--- src/sv/scba_ram.sv ---
// Generic simple dual-port RAM with registered read.
module scba_ram #(
  parameter int WIDTH = 32,
  parameter int DEPTH = 128,
  localparam int AW = (DEPTH > 1) ? $clog2(DEPTH) : 1
) (
  input  logic             clk,
  input  logic             we,
  input  logic [AW-1:0]    waddr,
  input  logic [WIDTH-1:0] wdata,
  input  logic [AW-1:0]    raddr,
  output logic [WIDTH-1:0] rdata
);

  logic [WIDTH-1:0] mem [DEPTH];

  always_ff @(posedge clk) begin
    if (we) begin
      mem[waddr] <= wdata;
    end
    rdata <= mem[raddr];
  end

endmodule

--- config.mk ---
export PLATFORM = sky130hd
export DESIGN_NAME = scba_ram
export DESIGN_NICKNAME = d
export VERILOG_FILES = /design/src/sv/scba_ram.sv
export SDC_FILE = /design/constraint.sdc
export NUM_CORES = 2
export LEC_CHECK = 0
export BUFFER_PORTS_ARGS = -buffer_cell sky130_fd_sc_hd__clkbuf_2
export CAP_MARGIN = 20
export CORE_MARGIN = 8
export CORE_UTILIZATION = 40
export DETAILED_ROUTE_END_ITERATION = 6
export SLEW_MARGIN = 20
export SYNTH_ARGS = -nofsm -noshare
export SYNTH_HDL_FRONTEND = slang
export SYNTH_SLANG_ARGS = --single-unit
--- constraint.sdc ---
create_clock -name clk -period 4.4 [get_ports clk]
set_input_delay 0.22 -clock clk [delete_from_list [all_inputs] [get_ports clk]]
set_output_delay 0.22 -clock clk [all_outputs]
set_load 0.02 [all_outputs]
==> results.toml <==
[outcome]
outcome = "complete, no violations"

[global_routing]
grt_pass1_wl_um = 602000
gr-total-overflow = 0
grt_pass1_vias = 72318
track_usage_pct = 21.1
antenna_found_initial = 61
grt_start_max_net_pins = 129

[clocking]
clockRootBuffer = "clkbuf_16"
cts_tree = "done"
cts-resized-gates = 0
clock_path_buffers = 4
clk_pin_slew_ps = 60
clk_latency_ps = 960
hold_buffers = 33
post_cts_buffers = 0
cts-buffers-inserted = 411
cts.sinks = 4128
htree_num_levels = 5

[critical_path]
cpPeakStageDelay_ps = 740
crit_chain = "dlygate4sd3_1 -> clkbuf_2 -> nor2b_1 -> nand3_2 -> buf_4 -> nor2_4 -> buf_4"
crit_type = "primary input to flop"
cp_max_fo = 32
crit_slowest_cell = "nand3_2"
arrival_ps = 3350
required_ps = 4980
endpoint_kind = "flop"
startpoint_type = "primary input"
cpMostUsedCell = "buf_4"

[timing]
finClkSkew_ps = 55.3
final_hold_viol_count = 0
min_period_ps = 2770
finalSetupViolCount = 0
relSlewSlack_pct = 25.0
rsz0062_at_grt = "false"
fmax_mhz = 361
tns_ps = 0
period_share_pct = 62.9
fin_ws_ps = 1630
final_max_slew_viol_count = 0
tightest_slew_ps = 1120

[route]
drtIter0Drc = 10397
viasPerCell = 5.91
drcViolationCount = 0
firstDrtPassIters = 5
final_antenna_net_count = 0
vias = 71665
wirelength_um = 438000
wire_per_inst_um = 36.1

[synthesis]
netlist_top_cells_area = "edfxtp_1 79%, mux4_2 19%, clkbuf_1 0.44%"
synth-xor-area-share_pct = 0
syn_area_mm2 = 0.156
ys_seq_area_share_pct = 79.1
yosys.area.top_type = "edfxtp_1"
synthMuxAreaShare_pct = 19.6
synth_top_family_by_area = "multiplexers"
yosysWarnings = 0
ys_ff_latch = 4128
ys_types = 17
synthAdderAreaFrac_pct = 0
synth_compound_area_share_pct = 0
avgSynthCellArea_um2 = 26.1
syn_nets = 6038
yosysTopAreaCellShare_pct = 78.7
synthSimpleGateAreaFrac_pct = 0.446
synthCells = 5990

[die]
die_height_um = 641
die_x_um = 641
die_area_mm2 = 0.411
io_pins = 80
rows = 229
initial_core_util_pct = 40.2
core_area_mm2 = 0.389

[flow_run]
cap_violations = 0

[pwr]
p_leak_nw = 55.1
ir_drop_mv = 0.345
p_per_area_mw_per_mm2 = 459

[place]
dp_slack_ps = 648
hpwl_um = 251000
place_area_mm2 = 0.167
place_congestion = 0.818
dp_cells = 11294
numPortBuffers = 79

[finish]
mostFrequentLayoutCells = "4096 x edfxtp_1, 1344 x mux4_2, 418 x clkbuf_16, 281 x buf_4, 119 x nor2_4"
fin_area_mm2 = 0.181
nets = 6594
layout-drive-gt1-share_pct = 36.7
fin_cells = 12133
area_growth_pct = 15.5
final_common_cell = "edfxtp_1"

[worst_hold_path]
hold_path_class = "primary input to flop"
[kinds of logic after synthesis]
group                  Yosys count
and+or+nand+nor                170
muxes                         1376
DFF                           4128
buffers and inverters          316
[worst max-delay path: cells and delay by family]
kind	cells	cell delay, ps
buffers and inverters	4	1860
and+or+nand+nor	3	1200
[synth_stat cells (all sizes together)]
| cell type | number |
|---|---|
| buf | 134 |
| nand2b | 2 |
| nor3 | 9 |
| nor2 | 122 |
| nand3 | 12 |
| nand4 | 3 |
| mux4 | 1344 |
| mux2 | 32 |
| edfxtp | 4096 |
| dfxtp | 32 |
| clkbuf | 182 |
| nand2 | 14 |
| or3 | 1 |
| nor2b | 7 |
[layer usage]
metal	share of wire, %	wire length [um]	GRT usage [%]
met1	38	167000	28.4
met2	49	213000	34.3
met3	9.1	39700	4.11
met4	4.0	17700	7.68
met5	0.039	171	0
[final timing paths]
path                                   from  slack [ps]  depth (start not counted)     endpoint
worst max register to register  mem[62][30]        1700                          4    rdata[30]
worst min-delay path               raddr[6]          70                          3    rdata[29]
worst max-delay path               waddr[0]        1630                          7  mem[30][27]
worst min register to register  mem[94][29]        1140                          4    rdata[29]
[area by class of cell]
type / instances / area (um^2)
fillers: 31479 / 209000
flip-flops and latches: 4128 / 124000
multi-input cells: 1546 / 32300
clock buffers: 519 / 11000
well taps: 5197 / 6500
repair buffers: 459 / 4710
clock inverters: 237 / 2290
diodes: 47 / 118
[state kept, by name, summed over array words and instances (netlist names)]
| register | cells |
|---|---|
| mem | 4096 |
| rdata | 32 |
[report_power, final]
group / internal, mW / switching, mW
combinational: 1.68 / 2.86
sequential: 43.4 / 0.217
clock: 19.9 / 14.8
[per-stage QoR]
step / power, mW / utilization (%) / hold slack, ps
3_3_place_gp: 49.0 / 42.8 / 659
2_1_floorplan: 46.5 / - / 319
4_1_cts: 83.4 / 46.3 / 7.53
6_report: 82.9 / 46.4 / 66.3
5_1_grt: 84.9 / 46.4 / 21.9
3_5_place_dp: 49.1 / 42.9 / 668
Power figures use the tool's default switching activity.
