===== src/sv/scba_div.sv =====
// Bit-serial restoring divider, one quotient bit per cycle.
module scba_div #(
  parameter int DVD_W = 14,
  parameter int DVS_W = 12
) (
  input  logic             clk,
  input  logic             rst,
  input  logic             start,
  input  logic [DVD_W-1:0] dividend,
  input  logic [DVS_W-1:0] divisor,
  output logic             done,
  output logic [DVD_W-1:0] quotient
);

  localparam int CW = $clog2(DVD_W + 1);

  logic [DVS_W-1:0] acc;
  logic [DVS_W-1:0] dvs;
  logic [DVD_W-1:0] qr;
  logic [CW-1:0]    cnt;
  logic             busy;
  logic [DVS_W:0]   trial;
  logic             fits;

  assign trial     = {acc, qr[DVD_W-1]};
  assign fits      = trial >= {1'b0, dvs};
  assign quotient  = qr;

  always_ff @(posedge clk) begin
    if (rst) begin
      busy <= 1'b0;
      done <= 1'b0;
      cnt  <= '0;
    end else begin
      done <= busy && (cnt == CW'(1));
      if (start) begin
        busy <= 1'b1;
        cnt  <= CW'(DVD_W);
      end else if (busy) begin
        cnt <= cnt - CW'(1);
        if (cnt == CW'(1)) begin
          busy <= 1'b0;
        end
      end
    end
  end

  always_ff @(posedge clk) begin
    if (start) begin
      acc <= '0;
      qr  <= dividend;
      dvs <= divisor;
    end else if (busy) begin
      acc <= fits ? DVS_W'(trial - {1'b0, dvs}) : trial[DVS_W-1:0];
      qr  <= {qr[DVD_W-2:0], fits};
    end
  end

endmodule


===== config.mk =====
export PLATFORM = sky130hd
export DESIGN_NAME = scba_div
export DESIGN_NICKNAME = d
export VERILOG_FILES = /design/src/sv/scba_div.sv
export SDC_FILE = /design/constraint.sdc
export NUM_CORES = 1
export LEC_CHECK = 0
export BUFFER_PORTS_ARGS = -buffer_cell sky130_fd_sc_hd__buf_2
export CORE_ASPECT_RATIO = 1.25
export CORE_MARGIN = 8
export CORE_UTILIZATION = 35
export DETAILED_ROUTE_END_ITERATION = 7
export SYNTH_ARGS = -nofsm -noshare
export SYNTH_HDL_FRONTEND = slang
export SYNTH_SLANG_ARGS = --single-unit

===== constraint.sdc =====
create_clock -name clk -period 2.2 [get_ports clk]
set_clock_uncertainty 0.2 [all_clocks]
set_input_delay 0.33 -clock clk [delete_from_list [all_inputs] [get_ports clk]]
set_output_delay 0.33 -clock clk [all_outputs]
set_load 0.01 [all_outputs]

==> impl_metrics.toml <==
[synthesis]
synthesis.area_sq_mm = 0.00249
netlist_instances = 234
yosysWarnings = 0
syn-mean-instance-area_sq_um = 10.6
syn_nets = 278
ys_seq_area_share_pct = 45.9
synth_cell_type_count = 51
ys_seq_elements = 44

[sta]
rsz0062_at_grt = "true"
finalHoldViolCount = 0
relSlewSlack_pct = 69.4
max_slew.worst_pin.slew_ns = 0.459
drv_slew = 0
finalCritPeriodShare_pct = 110
fmax_mhz = 415
layout_setup_ws_ns = -0.211
finalCriticalPeriod_ns = 2.41
setup-violations-final = 6
whs_ns = 0.00772

[global_routing]
grt_pass1_vias = 2126
grt_max_degree = 21
grt_pass1_wl_microns = 9420
grt_usage_pct = 11.5
grt_overflow = 0
antenna_found_initial = 0

[worst_setup_path]
worstPathArrival_ns = 2.38
slowest_delay_ns = 0.45
cp-start-kind = "flip-flop"
r2r-end = "acc[9]"
r2r_start = "dvs[1]"
rrSetupSlack_ns = -0.21
crit_chain = "inv_2 -> ha_4 -> nor2b_4 -> o2111a_1 -> o21a_1 -> buf_4 -> buf_6 -> or3_4 -> nand3_2 -> a311oi_2"
crit_path_end_kind = "flip-flop"
critPathTopFamily = "compound AO/OA/AOI/OAI gates"
cp_max_fo = 3
crit_buf_inv = 3
required_ns = 2.17
crit_type = "flip-flop to flip-flop"
ff2ff_path_depth = 10
critPathSlowestCell = "edfxtp_1"

[clocking]
cts_tree = "built"
clockBufferDepth = 2
h-tree-depth = 2
cts.clk_slew.worst_paths_ns = 0.09
clock_sinks = 44
clk_latency_ns = 0.30
cts_buffers = 5
cts_root_buf = "clkbuf_8"

[outcome]
status = "finished with violations"
violations = "negative setup slack"

[power_and_ir_drop]
peakVddDrop_mv = 0.470
powerDensity_mw_per_mm2 = 699
power_mw = 2.50
leakagePower_nw = 1.49

[drt]
wire_per_inst_microns = 14.2
drt_pre_antenna_iters = 4
vias = 2073
drt-initial-drc-count = 110
wl_microns = 5960
antenna_left = 0
viasPerCell = 4.92
drcViolationCount = 0

[layout]
final_cell_mix = "buf_2 (43), buf_4 (43), edfxtp_1 (26), nor2_1 (25), nand2_1 (20)"
area_growth_pct = 43.6
final_nets = 374
finalNonFillerCells = 421
drive_gt1_share_pct = 48.6
diodes = 0

[floorplanning]
rows = 34
design.die.area_sq_mm = 0.0101
die_w_microns = 91.4
ios = 44
core-area_sq_mm = 0.00693
dieHeight_microns = 110
floorplan.initialDensity_pct = 35.9

[placed_design]
place_congestion = 0.865
dpl.hpwl_microns = 4320
pre_cts_slack_ns = -0.221
port_buffers = 43
dpl.cell_count = 397

[hold_path]
hp-class = "input port to flip-flop"
hold_start = "divisor[11]"
hold_depth = 1
whs_endpoint = "dvs[11]"

[job]
max_cap_viol_count = 0
-- kinds of logic after synthesis --
kind of cell | share of synthesized area [%]
flip-flops | 45.9
AO/OA/AOI/OAI | 18.1
XOR/XNOR | 2.46
adder cells (fa/ha/maj) | 7.85
buffers and inverters | 4.73
multiplexers | 7.60
AND/OR/NAND/NOR | 13.4
-- cell type report --
cell class	instances	area (sq um)
Clock buffer	5	68.8
Clock inverter	3	42.5
Fill cell	607	3360
Inverter	20	75.1
Multi-Input combinational cell	162	1480
Sequential cell	44	1140
Tap cell	90	113
Timing Repair Buffer	97	652
-- layer usage --
metal	part of all wire, %	global-route usage, %	vias to the layer above
met3	4.6	3.46	11
met4	2.1	5.16	0
met1	42	11.9	985
met5	0	0	-
met2	51	21.2	44
li1	-	-	1033
-- cell usage after synthesis, drive strengths merged --
cell,n,area share (%)
or2,1,0.25
dfxtp,18,14
o41a,1,0.45
o41ai,2,1.0
or3,3,0.75
xnor2,5,1.8
nor3b,1,0.30
clkbuf,6,0.96
nand3,7,1.4
nor4,1,0.25
o21bai,3,0.91
mux2,15,6.8
o2111a,1,0.45
and4,1,0.40
ha,14,7.0
nand2b,2,0.50
o2111ai,1,0.60
and2,1,0.35
a2111oi,1,0.60
o21ai,6,1.4
a21boi,3,0.91
nor2b,3,0.75
o21ba,1,0.40
o311ai,1,0.35
a21o,1,0.30
nor4b,1,0.35
a21oi,11,2.7
edfxtp,26,31
nor2,27,4.1
a211oi,3,1.1
mux2i,2,0.80
a41oi,1,1.1
nor3,2,0.40
xor2,2,0.70
o21a,2,0.60
o31ai,2,0.60
fa,1,0.80
inv,20,3.0
nand2,23,3.6
a311oi,9,4.7
buf,3,0.75
-- repair_timing --
action,4_1_cts,5_1_grt
hold buffers,4,4
resized for setup,15,30
pin swaps,7,20
buffers inserted,1,6
endpoints found under the setup margin,12,13
endpoints found under the hold margin,4,4
cloned,1,0
-- where the power goes --
| part | internal, mW | switching [mW] | leakage (nW) |
|---|---|---|---|
| sequential | 0.958 | 0.0474 | 0.407 |
| combinational | 0.442 | 0.422 | 1.02 |
| clock | 0.337 | 0.290 | 0.0558 |
| total | 1.74 | 0.759 | 1.49 |
-- metrics by stage --
step / TNS (ns) / instance area [sq um] / utilization, %
finish: -0.878 / 3570 / 51.5
global route: -1.65 / 3570 / 51.5
CTS: -0.490 / 3340 / 48.1
detailed placement: -0.759 / 3080 / 44.4
global placement: -0.491 / 3080 / 44.4
floorplan: -0.119 / 2500 / -
-- worst max-delay path by stage --
| stage | slack, ns | endpoint | cells after the start | from |
|---|---|---|---|---|
| final | -0.21 | acc[9] | 10 | dvs[1] |
| after floorplan | -0.12 | acc[10] | 9 | quotient[13] |
| after global placement | -0.16 | acc[10] | 8 | dvs[0] |
| after global routing | -0.28 | acc[11] | 8 | dvs[1] |
| after CTS | -0.19 | acc[11] | 8 | dvs[1] |
| after detailed placement | -0.22 | acc[10] | 8 | dvs[0] |
-- registers in the layout, indices dropped and copies added (netlist names) --
name,flops
quotient,14
acc,12
cnt,4
dvs,12
busy,1
done,1
Power figures use the tool's default switching activity.
