$ cat src/sv/scba_pkg.sv
// Shared types and constants of the size class bitmap slot allocator.
package scba_pkg;

  localparam int SIZE_W    = 16;
  localparam int ADDR_W    = 12;
  localparam int STATUS_W  = 3;
  localparam int MIN_W     = 13;
  localparam int STEP_W    = 9;
  localparam int DVD_W     = 14;
  localparam int APB_AW    = 4;
  localparam int APB_DW    = 32;
  localparam int REG_IDX_W = 2;

  localparam logic CMD_ALLOC = 1'b0;
  localparam logic CMD_FREE  = 1'b1;

  localparam logic [STATUS_W-1:0] ST_ALLOC  = 3'd0;
  localparam logic [STATUS_W-1:0] ST_FREED  = 3'd1;
  localparam logic [STATUS_W-1:0] ST_LARGE  = 3'd2;
  localparam logic [STATUS_W-1:0] ST_FULL   = 3'd3;
  localparam logic [STATUS_W-1:0] ST_ZERO   = 3'd4;
  localparam logic [STATUS_W-1:0] ST_DOUBLE = 3'd5;

  localparam logic [REG_IDX_W-1:0] REG_SIZE_MIN  = 2'd0;
  localparam logic [REG_IDX_W-1:0] REG_SIZE_MAX  = 2'd1;
  localparam logic [REG_IDX_W-1:0] REG_SIZE_STEP = 2'd2;

  localparam logic [MIN_W-1:0]  SIZE_MIN_RST  = 13'd8;
  localparam logic [MIN_W-1:0]  SIZE_MAX_RST  = 13'd128;
  localparam logic [STEP_W-1:0] SIZE_STEP_RST = 9'd8;
  localparam logic [STEP_W-1:0] STEP_FLOOR    = 9'd4;

  typedef struct packed {
    logic [MIN_W-1:0]  size_min;
    logic [MIN_W-1:0]  size_max;
    logic [STEP_W-1:0] size_step;
  } cfg_t;

endpackage

$ cat src/sv/scba_cfg.sv
// APB configuration registers of the slot allocator.
module scba_cfg (
  input  logic                         clk,
  input  logic                         rst,
  input  logic                         psel,
  input  logic                         penable,
  input  logic                         pwrite,
  input  logic [scba_pkg::APB_AW-1:0]  paddr,
  input  logic [scba_pkg::APB_DW-1:0]  pwdata,
  output logic [scba_pkg::APB_DW-1:0]  prdata,
  output logic                         pready,
  output scba_pkg::cfg_t               cfg
);
  import scba_pkg::*;

  logic                 wr;
  logic [REG_IDX_W-1:0] idx;

  assign pready = 1'b1;
  assign wr     = psel && penable && pwrite;
  assign idx    = paddr[APB_AW-1:2];

  always_ff @(posedge clk) begin
    if (rst) begin
      cfg.size_min  <= SIZE_MIN_RST;
      cfg.size_max  <= SIZE_MAX_RST;
      cfg.size_step <= SIZE_STEP_RST;
    end else if (wr) begin
      unique case (idx)
        REG_SIZE_MIN:  cfg.size_min  <= pwdata[MIN_W-1:0];
        REG_SIZE_MAX:  cfg.size_max  <= pwdata[MIN_W-1:0];
        REG_SIZE_STEP: cfg.size_step <= pwdata[STEP_W-1:0];
        default: ;
      endcase
    end
  end

  always_comb begin
    unique case (idx)
      REG_SIZE_MIN:  prdata = APB_DW'(cfg.size_min);
      REG_SIZE_MAX:  prdata = APB_DW'(cfg.size_max);
      REG_SIZE_STEP: prdata = APB_DW'(cfg.size_step);
      default:       prdata = '0;
    endcase
  end

endmodule

$ cat config.mk
export PLATFORM = sky130hd
export DESIGN_NAME = scba_cfg
export DESIGN_NICKNAME = d
export VERILOG_FILES = /design/src/sv/scba_pkg.sv /design/src/sv/scba_cfg.sv
export SDC_FILE = /design/constraint.sdc
export NUM_CORES = 1
export LEC_CHECK = 0
export BUFFER_PORTS_ARGS = -buffer_cell sky130_fd_sc_hd__buf_2
export CAP_MARGIN = 10
export CORE_MARGIN = 1
export CORE_UTILIZATION = 43
export CTS_CLUSTER_SIZE = 8
export DETAILED_ROUTE_END_ITERATION = 16
export GPL_TIMING_DRIVEN = 0
export PLACE_DENSITY = 0.79
export SLEW_MARGIN = 20
export SYNTH_ARGS = -nofsm -noshare
export SYNTH_HDL_FRONTEND = slang
export SYNTH_SLANG_ARGS = --single-unit
$ cat constraint.sdc
create_clock -name clk -period 1.2 [get_ports clk]
set_input_delay 0.12 -clock clk [delete_from_list [all_inputs] [get_ports clk]]
set_output_delay 0.12 -clock clk [all_outputs]
set_load 0.005 [all_outputs]
==> results_dict.tcl <==
set metrics [dict create \
    synth-edff-count 0 \
    cts_setup_buffers 0 \
    ant_nets 0 \
    dieArea_um2 4580 \
    yosys-mux-area-fraction 0.259 \
    clk_latency_ns 0.28 \
    fmax_mhz 883 \
    timing.rr.start "cfg[21]" \
    rr_worst_depth 2 \
    syn_area_um2 1850 \
    critPathKind "reg -> out" \
    areaGrowthSynthToFinish_pct 30.4 \
    synth_compound_area_frac 0.0243 \
    p_leak_nw 1.28 \
    fp-row-count 23 \
    synth_top_cell_area_share 0.378 \
    drv_cap 0 \
    cts_hold_buf 0 \
    r2r_slack_ns 0.55 \
    hold_end "cfg[12]" \
    track_usage 0.198 \
    dr.pass1.iters 4 \
    layout.nets 328 \
    yosysMostFrequentCell "mux2i_1" \
    cts_tree "done" \
    cts.sinks 35 \
    synth_top_family_by_area "multiplexers" \
    synth-simple-area-share 0.220 \
    reg2reg_to "cfg[21]" \
    max-vdd-ir-drop_mv 0.641 \
    drc 0 \
    tns_ns 0 \
    cp-startpoint "cfg[13]" \
    grt_pass1_wl_mm 6.57 \
    whs_path_depth 3 \
    drive_above_1_share 0.351 \
    synthTopCellsByArea "dfxtp_1 38%, mux2i_1 26%, nand2b_1 15%" \
    seq_area_frac_synth 0.378 \
    via_per_inst 4.73 \
    grt_pass1_vias 1385 \
    cp.arrival_ns 1.01 \
    placed_cell_area_um2 2300 \
    yosys_warnings 0 \
    die_w_um 67.7 \
    path_clk_slew_ns 0.07 \
    fin_crit_sh 0.944 \
    critPathLaunchType "register" \
    top_register "cfg" \
    synth_xor_area_frac 0 \
    largest_register_ffs 35 \
    synth_fa_ha_area_frac 0 \
    grt_max_degree 11 \
    portBuffers 64 \
    coreArea_um2 4060 \
    fin_crit_ns 1.13 \
    finalSetupViolations 0 \
    yosysUniqueCellTypes 18 \
    wl_per_cell_um 13.0 \
    synth_common_cells "48 x mux2i_1, 45 x nand2b_1, 35 x dfxtp_1" \
    finalHoldViolCount 0 \
    chipHeight_um 67.7 \
    gp_congestion 0.718 \
    start_util 0.457 \
    drt_iter0_drc 23 \
    ctsLongestPathBuffers 2 \
    vias 1598 \
    powerDensity_nw_per_um2 994 \
    root_buffer "clkbuf_8" \
    syn_avg_cell_area_um2 9.37 \
    hpwl_mm 3.15 \
    diodes 0 \
    synth_top_cell_by_area "dfxtp_1" \
    synth_seq_cells 35 \
    cts_max_level 2 \
    min_path_type "in -> reg" \
    ios 109 \
    clock_skew_ns 0 \
    drt_wl_total_mm 4.40 \
    rsz0062_at_grt "false" \
    finalPower_mw 2.40 \
    antenna_found_initial 0 \
    reg.largest.list "cfg: 35 flops" \
    crit_fanout 3 \
    synthArstFlopShare 0 \
    endpoint_kind "primary output" \
    synthFlopType "dfxtp_1" \
    cts_made_buffers 5 \
    timing_max_transition_violations_final 0 \
    worstHoldStart "pwdata[3]" \
    outcome "completed" \
    grt-ovfl-total 0 \
    syn_inst 198 \
    required_ns 1.08 \
    design_area_um2 2420 \
]
==> critical path, cell delays in order (launching register included) <==
cell	delay, ns
dfxtp_1	0.36
mux2i_1	0.09
o21ai_0	0.15
buf_2	0.14
==> through the flow <==
step	utilization	setup slack (ns)	instances	hold WS [ns]
global route	0.596	0.00189	338	0.123
finish	0.596	0.0677	338	0.113
CTS	0.593	0.00381	338	0.116
global placement	0.568	-0.115	330	0.393
detailed placement	0.568	-0.184	330	0.410
floorplan	-	0.118	216	0.275
==> power breakdown <==
group | switching (mW) | internal (mW)
combinational | 0.141 | 0.148
clock | 0.402 | 0.524
sequential | 0.0116 | 1.18
==> cell usage in the layout (no fill, tap or decap), types with 2 or more instances in the layout <==
cell type | Yosys | layout
nor3b_1 | 2 | 2
nor2_1 | 9 | 9
o21ai_0 | 9 | 7
buf_2 | 4 | 67
conb_1 | 2 | 20
o21ai_1 | 0 | 2
mux2i_1 | 48 | 48
nand2_1 | 9 | 9
clkbuf_2 | 1 | 2
buf_4 | 22 | 22
clkbuf_1 | 6 | 6
dfxtp_1 | 35 | 35
nand2b_1 | 45 | 45
clkbuf_8 | 0 | 7
==> final cells by class <==
class / instances / area [um^2]
fill: 385 / 1640
multi-input combinational: 148 / 1010
sequential: 35 / 701
timing repair buffer: 64 / 320
buffer: 33 / 220
clock buffer: 8 / 100
tap: 50 / 62.6
==> layer usage <==
metal,global-route usage,up-vias,share of wire
met3,0.0524,6,0.077
met4,0.0691,0,0.011
met5,0,-,0
li1,-,790,-
met2,0.332,66,0.47
met1,0.242,736,0.45
==> kinds of logic (layout without fill, tap and decap cells) <==
kind of cell    after synthesis  after routing
compound gates                9              9
simple gates                 71             71
mux                          48             48
buf+inv                      33            105
other cells                   2             20
flops                        35             35
==> how the worst max path moves through the flow <==
stage | to | slack, ns | cells past startpoint
4_1_cts | prdata[4] | 0.004 | 5
6_report | prdata[4] | 0.07 | 3
2_1_floorplan | cfg[0] | 0.12 | 5
3_3_place_gp | cfg[23] | -0.11 | 4
5_1_grt | prdata[3] | 0.002 | 3
3_5_place_dp | cfg[24] | -0.18 | 4
==> repair_timing <==
item,4_1_cts,5_1_grt
cloned,0,0
endpoints found under the setup margin,10,8
resized for setup,1,6
(Power assumes the default switching activity.)
